### src/rtl/core/dda_pkg.sv
// dda_pkg: shared types and constants for the DDA line rasterizer.
// Used by dda_div and dda_line_rasterizer; depends on nothing.
`default_nettype none
package dda_pkg;

	localparam int COORD_BITS_DEF = 12;
	localparam int FRAC_BITS_DEF  = 16;

	localparam logic OP_LOAD = 1'b0;
	localparam logic OP_STEP = 1'b1;

	typedef enum logic [1:0] {
		ST_IDLE,
		ST_DIV_X,
		ST_DIV_Y,
		ST_EMIT
	} state_t;

	typedef struct packed {
		logic busy;
		logic done;
	} div_stat_t;

endpackage
`default_nettype wire

### src/rtl/core/dda_line_rasterizer.sv
// dda_line_rasterizer: DDA line rasterizer top level with sequencer and accumulators.
// Step item: result registered at acceptance; one item per cycle unless in_stall is high.
// Load item: two passes through the shared divider, dda_div (x step, then y step), then
// the start pixel is emitted; a zero-length load registers its result at acceptance.
// Reset clears the sequencer, the output register and the accumulators; no line is active.
`default_nettype none
module dda_line_rasterizer #(
	parameter int COORD_BITS = dda_pkg::COORD_BITS_DEF,
	parameter int FRAC_BITS  = dda_pkg::FRAC_BITS_DEF
) (
	input  wire logic                  clk,
	input  wire logic                  arst_n,
	input  wire logic                  in_valid,
	output logic                       in_stall,
	input  wire logic                  op,
	input  wire logic [COORD_BITS-1:0] start_x,
	input  wire logic [COORD_BITS-1:0] start_y,
	input  wire logic [COORD_BITS-1:0] end_x,
	input  wire logic [COORD_BITS-1:0] end_y,
	output logic                       out_valid,
	input  wire logic                  out_stall,
	output logic      [COORD_BITS-1:0] pixel_x,
	output logic      [COORD_BITS-1:0] pixel_y,
	output logic                       pixel_valid,
	output logic                       last_pixel
);
	localparam int ACC_W  = COORD_BITS + FRAC_BITS;
	localparam int STEP_W = ACC_W + 1;
	localparam int LEFT_W = COORD_BITS + 1;
	localparam int QW     = FRAC_BITS + 1;
	localparam logic [FRAC_BITS-1:0] HALF = {1'b1, {(FRAC_BITS-1){1'b0}}};
	localparam logic [LEFT_W-1:0]    LEFT_ONE = LEFT_W'(1);

	dda_pkg::state_t    state_q, state_d;
	dda_pkg::div_stat_t div_st;

	logic                  div_go;
	logic [COORD_BITS-1:0] div_mag, div_den;
	logic [QW-1:0]         div_quo;
	logic [STEP_W-1:0]     quo_ext;

	logic [ACC_W-1:0]      acc_x_q, acc_y_q;
	logic [STEP_W-1:0]     step_x_q, step_y_q;
	logic [LEFT_W-1:0]     steps_left_q;
	logic                  line_active_q;
	logic                  neg_x_q, neg_y_q;
	logic [COORD_BITS-1:0] mag_y_q, steps_q;

	logic                  out_valid_q, pixel_valid_q, last_pixel_q;
	logic [COORD_BITS-1:0] pixel_x_q, pixel_y_q;

	logic                  in_fire, out_free;
	logic [COORD_BITS-1:0] adx, ady, steps;
	logic [ACC_W-1:0]      acc_x_nx, acc_y_nx;

	assign adx   = (end_x >= start_x) ? end_x - start_x : start_x - end_x;
	assign ady   = (end_y >= start_y) ? end_y - start_y : start_y - end_y;
	assign steps = (adx > ady) ? adx : ady;

	assign out_free = !out_valid_q || !out_stall;
	assign in_stall = (state_q != dda_pkg::ST_IDLE) || !out_free;
	assign in_fire  = in_valid && !in_stall;

	assign acc_x_nx = acc_x_q + step_x_q[ACC_W-1:0];
	assign acc_y_nx = acc_y_q + step_y_q[ACC_W-1:0];

	assign div_mag = (state_q == dda_pkg::ST_IDLE) ? adx : mag_y_q;
	assign div_den = (state_q == dda_pkg::ST_IDLE) ? steps : steps_q;
	assign quo_ext = {{(STEP_W-QW){1'b0}}, div_quo};

	dda_div #(
		.COORD_BITS(COORD_BITS),
		.FRAC_BITS (FRAC_BITS)
	) u_div (
		.clk   (clk),
		.arst_n(arst_n),
		.go    (div_go),
		.mag   (div_mag),
		.den   (div_den),
		.stat  (div_st),
		.quo   (div_quo)
	);

	always_ff @(posedge clk or negedge arst_n) begin
		if (!arst_n) begin
			state_q <= dda_pkg::ST_IDLE;
		end else begin
			state_q <= state_d;
		end
	end

	always_comb begin
		state_d = state_q;
		div_go  = 1'b0;
		unique case (state_q)
			dda_pkg::ST_IDLE: begin
				if (in_fire && op == dda_pkg::OP_LOAD && steps != '0) begin
					div_go  = 1'b1;
					state_d = dda_pkg::ST_DIV_X;
				end
			end
			dda_pkg::ST_DIV_X: begin
				if (div_st.done) begin
					div_go  = 1'b1;
					state_d = dda_pkg::ST_DIV_Y;
				end
			end
			dda_pkg::ST_DIV_Y: begin
				if (div_st.done) begin
					state_d = dda_pkg::ST_EMIT;
				end
			end
			dda_pkg::ST_EMIT: begin
				if (out_free) begin
					state_d = dda_pkg::ST_IDLE;
				end
			end
			default: state_d = dda_pkg::ST_IDLE;
		endcase
	end

	always_ff @(posedge clk or negedge arst_n) begin
		if (!arst_n) begin
			acc_x_q       <= '0;
			acc_y_q       <= '0;
			step_x_q      <= '0;
			step_y_q      <= '0;
			steps_left_q  <= '0;
			line_active_q <= 1'b0;
			neg_x_q       <= 1'b0;
			neg_y_q       <= 1'b0;
			mag_y_q       <= '0;
			steps_q       <= '0;
			out_valid_q   <= 1'b0;
			pixel_x_q     <= '0;
			pixel_y_q     <= '0;
			pixel_valid_q <= 1'b0;
			last_pixel_q  <= 1'b0;
		end else begin
			if (out_valid_q && !out_stall) begin
				out_valid_q <= 1'b0;
			end
			if (state_q == dda_pkg::ST_IDLE && in_fire) begin
				out_valid_q <= 1'b1;
				if (op == dda_pkg::OP_LOAD) begin
					acc_x_q      <= {start_x, HALF};
					acc_y_q      <= {start_y, HALF};
					steps_left_q <= {1'b0, steps};
					steps_q      <= steps;
					mag_y_q      <= ady;
					neg_x_q      <= end_x < start_x;
					neg_y_q      <= end_y < start_y;
					if (steps == '0) begin
						line_active_q <= 1'b0;
						step_x_q      <= '0;
						step_y_q      <= '0;
						pixel_x_q     <= start_x;
						pixel_y_q     <= start_y;
						pixel_valid_q <= 1'b1;
						last_pixel_q  <= 1'b1;
					end else begin
						line_active_q <= 1'b1;
						out_valid_q   <= 1'b0;
					end
				end else if (line_active_q) begin
					acc_x_q       <= acc_x_nx;
					acc_y_q       <= acc_y_nx;
					steps_left_q  <= steps_left_q - LEFT_ONE;
					line_active_q <= steps_left_q != LEFT_ONE;
					pixel_x_q     <= acc_x_nx[ACC_W-1:FRAC_BITS];
					pixel_y_q     <= acc_y_nx[ACC_W-1:FRAC_BITS];
					pixel_valid_q <= 1'b1;
					last_pixel_q  <= steps_left_q == LEFT_ONE;
				end else begin
					pixel_x_q     <= '0;
					pixel_y_q     <= '0;
					pixel_valid_q <= 1'b0;
					last_pixel_q  <= 1'b0;
				end
			end
			if (state_q == dda_pkg::ST_DIV_X && div_st.done) begin
				step_x_q <= neg_x_q ? -quo_ext : quo_ext;
			end
			if (state_q == dda_pkg::ST_DIV_Y && div_st.done) begin
				step_y_q <= neg_y_q ? -quo_ext : quo_ext;
			end
			if (state_q == dda_pkg::ST_EMIT && out_free) begin
				out_valid_q   <= 1'b1;
				pixel_x_q     <= acc_x_q[ACC_W-1:FRAC_BITS];
				pixel_y_q     <= acc_y_q[ACC_W-1:FRAC_BITS];
				pixel_valid_q <= 1'b1;
				last_pixel_q  <= 1'b0;
			end
		end
	end

	assign out_valid   = out_valid_q;
	assign pixel_x     = pixel_x_q;
	assign pixel_y     = pixel_y_q;
	assign pixel_valid = pixel_valid_q;
	assign last_pixel  = last_pixel_q;

	a_done_in_div: assert property (@(posedge clk) disable iff (!arst_n)
		div_st.done |-> (state_q == dda_pkg::ST_DIV_X || state_q == dda_pkg::ST_DIV_Y))
		else $error("divider finished outside a division state");

	a_active_has_steps: assert property (@(posedge clk) disable iff (!arst_n)
		line_active_q |-> steps_left_q != '0)
		else $error("active line with no steps left");

	a_last_is_valid: assert property (@(posedge clk) disable iff (!arst_n)
		(out_valid && last_pixel) |-> pixel_valid)
		else $error("endpoint flagged on an empty result");

	a_final_step: assert property (@(posedge clk) disable iff (!arst_n)
		(in_fire && op == dda_pkg::OP_STEP && line_active_q && steps_left_q == LEFT_ONE)
		|=> (out_valid && last_pixel && !line_active_q))
		else $error("final step did not flag the endpoint");

endmodule
`default_nettype wire

### src/rtl/core/dda_div.sv
// dda_div: shared restoring divider, one quotient bit per cycle.
// Computes (mag << FRAC_BITS) / den for mag <= den; depends on dda_pkg.
`default_nettype none
module dda_div #(
	parameter int COORD_BITS = dda_pkg::COORD_BITS_DEF,
	parameter int FRAC_BITS  = dda_pkg::FRAC_BITS_DEF
) (
	input  wire logic                  clk,
	input  wire logic                  arst_n,
	input  wire logic                  go,
	input  wire logic [COORD_BITS-1:0] mag,
	input  wire logic [COORD_BITS-1:0] den,
	output dda_pkg::div_stat_t         stat,
	output logic      [FRAC_BITS:0]    quo
);
	localparam int QW    = FRAC_BITS + 1;
	localparam int RW    = COORD_BITS + 1;
	localparam int CNT_W = $clog2(QW);
	localparam logic [CNT_W-1:0] CNT_LAST = CNT_W'(QW - 1);

	logic             busy_q;
	logic [CNT_W-1:0] cnt_q;
	logic [RW-1:0]    rem_q;
	logic [COORD_BITS-1:0] den_q;
	logic [QW-1:0]    quo_q;
	logic [RW-1:0]    diff;
	logic             ge;
	logic [RW-1:0]    rem_nx;

	assign diff   = rem_q - {1'b0, den_q};
	assign ge     = rem_q >= {1'b0, den_q};
	assign rem_nx = ge ? diff : rem_q;

	assign stat.busy = busy_q;
	assign stat.done = busy_q && (cnt_q == CNT_LAST);
	assign quo       = {quo_q[QW-2:0], ge};

	always_ff @(posedge clk or negedge arst_n) begin
		if (!arst_n) begin
			busy_q <= 1'b0;
			cnt_q  <= '0;
			rem_q  <= '0;
			den_q  <= '0;
			quo_q  <= '0;
		end else if (go) begin
			busy_q <= 1'b1;
			cnt_q  <= '0;
			rem_q  <= {1'b0, mag};
			den_q  <= den;
			quo_q  <= '0;
		end else if (busy_q) begin
			rem_q <= {rem_nx[RW-2:0], 1'b0};
			quo_q <= quo;
			cnt_q <= cnt_q + CNT_W'(1);
			if (cnt_q == CNT_LAST) begin
				busy_q <= 1'b0;
			end
		end
	end

endmodule
`default_nettype wire
### config.mk
export PLATFORM = sky130hd
export DESIGN_NAME = dda_line_rasterizer
export DESIGN_NICKNAME = d
export VERILOG_FILES = /design/src/rtl/core/dda_pkg.sv /design/src/rtl/core/dda_line_rasterizer.sv /design/src/rtl/core/dda_div.sv
export SDC_FILE = /design/constraint.sdc
export NUM_CORES = 1
export LEC_CHECK = 0
export BUFFER_PORTS_ARGS = -buffer_cell sky130_fd_sc_hd__buf_4
export CAP_MARGIN = 5
export CORE_MARGIN = 4
export CORE_UTILIZATION = 50
export DETAILED_ROUTE_END_ITERATION = 8
export GPL_ROUTABILITY_DRIVEN = 0
export PLACE_DENSITY = 0.7
export RECOVER_POWER = 100
export SLEW_MARGIN = 20
export SYNTH_ARGS = -nofsm -noshare
export SYNTH_HDL_FRONTEND = slang
export SYNTH_SLANG_ARGS = --single-unit
### constraint.sdc
create_clock -name clk -period 4.15 [get_ports clk]
set_input_delay 0.415 -clock clk [delete_from_list [all_inputs] [get_ports clk]]
set_output_delay 0.415 -clock clk [all_outputs]
set_load 0.02 [all_outputs]
==> results.yml <==
global_routing:
  grt_max_degree: 106
  globalRouteTotalUtil_pct: 27.9
  grt_pass1_wl_mm: 82.6
  antenna_found_initial: 0
  grt_pass1_vias: 15500
  overflow: 0
setup_path:
  critPathMaxFanout: 24
  slowest_stage: "fa_2"
  worstSetupPathDepth: 25
  cp-end-kind: "flip-flop"
  worstSetupStartpoint: "end_y[0]"
  path_buf_inv: 6
  r2r_slack_ns: 0
  critical_path_arrival_ns: 5.29
  r2r-end: "step_y_q[26]"
  reg2reg_from: "u_div.den_q[1]"
  max_stage_delay_ns: 0.38
  crit_family: "compound AO/OA/AOI/OAI gates"
  critical_path_class: "input pin to flip-flop"
  crit_top_cell: "buf_4"
  startpoint_type: "input pin"
  crit_path_end: "pixel_x[9]"
  r2r_cells: 18
  cp.required_ns: 4.61
sta:
  min_period_ns: 4.83
  rsz0062_at_grt: "true"
  hold_ws_ns: 0.271
  drv_slew: 181
  tightest_slew_ns: 2.63
  relSlewSlack_pct: -75.7
  post-route-period-util_pct: 116
  skew_ns: 0.0297
  hold_viol: 0
  fin_ws_ns: -0.680
  finalSetupViolations: 133
  tns_ns: -74.08
  fmax_mhz: 207
synthesis:
  async_flop_share_pct: 100
  synthTopCellsByCount: "228 x dfrtp_1, 160 x nand2_1, 149 x nor2_1"
  synth.avg_cell_area_um2: 8.96
  syn_nets: 2054
  yosysMostFrequentCell: "dfrtp_1"
  ys_warn_count: 0
  synth_flop_cell: "dfrtp_1"
  yosysSeqAreaShare_pct: 34.2
  synthDistinctLibCells: 93
  synth_edf_count: 0
  yosys.area.top_type: "dfrtp_1"
  netlist_top_cells_area: "dfrtp_1 34%, ha_1 10%, mux2i_1 5.0%"
  yosysTopAreaCellShare_pct: 34.2
  ys_ff_latch: 228
  syn-instance-count: 1861
  syn_area_mm2: 0.0167
placed_design:
  dp_worst_setup_slack_ns: -1.38
  place_area_mm2: 0.0192
  dp.cells: 2511
  io_buffers: 80
  hpwlAfterDp_mm: 36.9
floorplanning:
  rows: 66
  die_x_um: 191
  io_pins: 81
  die_y_um: 191
  core_mm2: 0.0327
  initial_core_util_pct: 51.0
  die_area_mm2: 0.0363
pwr:
  pwr-share-comb_pct: 54.8
  power.switching_mw: 6.44
  powerDensity_mw_per_mm2: 717
  power_frac_clock_pct: 18.6
  power_frac_seq_pct: 26.5
  leakagePower_nw: 10.4
  p_total_mw: 15.2
  internal-power_mw: 8.76
  vdd_ir_drop_max_uv: 373
  p_sw_share_pct: 42.4
route:
  final_antenna_net_count: 0
  drt_iter0_drc: 1313
  drt_first_pass_iters: 5
  wl_met3_mm: 3.37
  top_layer_used: "met4"
  drc: 0
  wire_per_inst_um: 19.9
  viasPerCell: 5.98
  wl_met2_mm: 24.8
  m1WireLength_mm: 22.2
  wl_mm: 51.9
  vias: 15600
cts:
  ctsLongestPathBuffers: 3
  htree_levels: 1
  clock-sinks: 228
  tritoncts: "yes"
  cts_root_buf: "clkbuf_16"
  clk_pin_slew_ns: 0.06
  cts-buffers-inserted: 28
  clock_latency_ns: 0.58
finish:
  layout-drive-gt1-share_pct: 22.9
  fin_cells: 2612
  fin_area_mm2: 0.0212
  fin_util_pct: 64.9
  diodes: 0
  layout.nets: 2341
  area_delta_synth_final_pct: 27.2
outcome:
  violations: "max-capacitance violations, max-slew violations, negative setup slack"
  status: "finished, violations left"
hold_path:
  min_from: "out_stall"
  min_path_type: "input pin to flip-flop"
flow_run:
  cap_violations: 3
## flip-flops by register name, indices dropped and copies added (netlist names), 2 cells and up
name,cells
acc_x_q,28
acc_y_q,28
step_x_q,28
step_y_q,28
u_div.quo_q,16
steps_left_q,13
u_div.rem_q,13
mag_y_q,12
pixel_x,12
pixel_y,12
steps_q,12
u_div.den_q,12
u_div.cnt_q,5
state_q,2
## per-layer routing
metal	vias to the layer above	GRT usage [%]
met4	0	6.91
met5	-	0
met3	106	4.05
met2	552	47.1
met1	7625	37.9
li1	7328	-
## power by group through the flow
stage	clock (mW)	combinational (mW)	sequential (mW)
floorplan	0	5.49	3.81
global placement	0	7.50	4.00
finish	2.83	8.34	4.03
CTS	2.86	8.15	4.00
detailed placement	0	7.74	4.02
global route	2.96	9.14	4.13
## cell usage in the layout, fill, tap and decap left out, types with 8 or more instances in the layout
master,n
buf_6,19
nor2b_1,11
o21ai_0,133
nor3_1,18
a21oi_1,124
nand2_1,158
nor2_4,21
nand3_1,30
xnor2_1,79
buf_4,283
a21oi_4,9
clkbuf_1,30
nand4_1,13
a21o_1,59
clkbuf_16,29
a31oi_1,18
xor2_1,21
or3_1,14
a211oi_1,21
o31ai_1,9
dfrtp_1,227
o21a_1,23
mux2i_1,83
a22o_1,62
o211ai_1,20
o21ai_1,15
and3_1,34
a221o_1,23
mux2_2,9
o21bai_1,8
nor2_1,123
ha_1,127
nand2b_1,19
inv_1,95
buf_12,12
## worst min path at each step
| stage | to | slack [ns] | cells after the start |
|---|---|---|---|
| 2_1_floorplan | acc_x_q[0] | 0.12 | 0 |
| 3_3_place_gp | steps_q[1] | 0.46 | 2 |
| 3_5_place_dp | mag_y_q[1] | 0.47 | 2 |
| 4_1_cts | state_q[0] | 0.26 | 4 |
| 5_1_grt | acc_x_q[26] | 0.31 | 4 |
| 6_report | state_q[0] | 0.27 | 4 |
## what timing repair did
item | CTS | global route
endpoints found under the hold margin | 103 | 0
endpoints found under the setup margin | 133 | 155
buffers inserted | 21 | 21
gates cloned | 7 | 3
hold buffers | 1 | 0
pin swaps | 41 | 22
gates resized for setup | 82 | 57
## cell type report
cell class / count / area [um^2]
Clock buffer: 36 / 791
Tap cell: 442 / 553
Timing Repair Buffer: 349 / 2780
Clock inverter: 16 / 292
Sequential cell: 228 / 5710
Inverter: 100 / 388
Multi-Input combinational cell: 1441 / 10700
Fill cell: 2618 / 11500
## kinds of logic after synthesis
kind of cell / after synthesis / synth area share (%)
mux: 96 / 5.86
simple gates: 501 / 14.3
buf+inv: 197 / 5.03
flops: 228 / 34.2
xor+xnor: 102 / 5.36
fa+ha+maj: 140 / 10.8
compound gates: 597 / 24.4
## tightest hold or removal path, delay by kind of cell
family	cells	cell delay (ns)
compound gates	2	0.20
buf+inv	1	0.08
simple gates	1	0.10
Power figures use the tool's default switching activity.
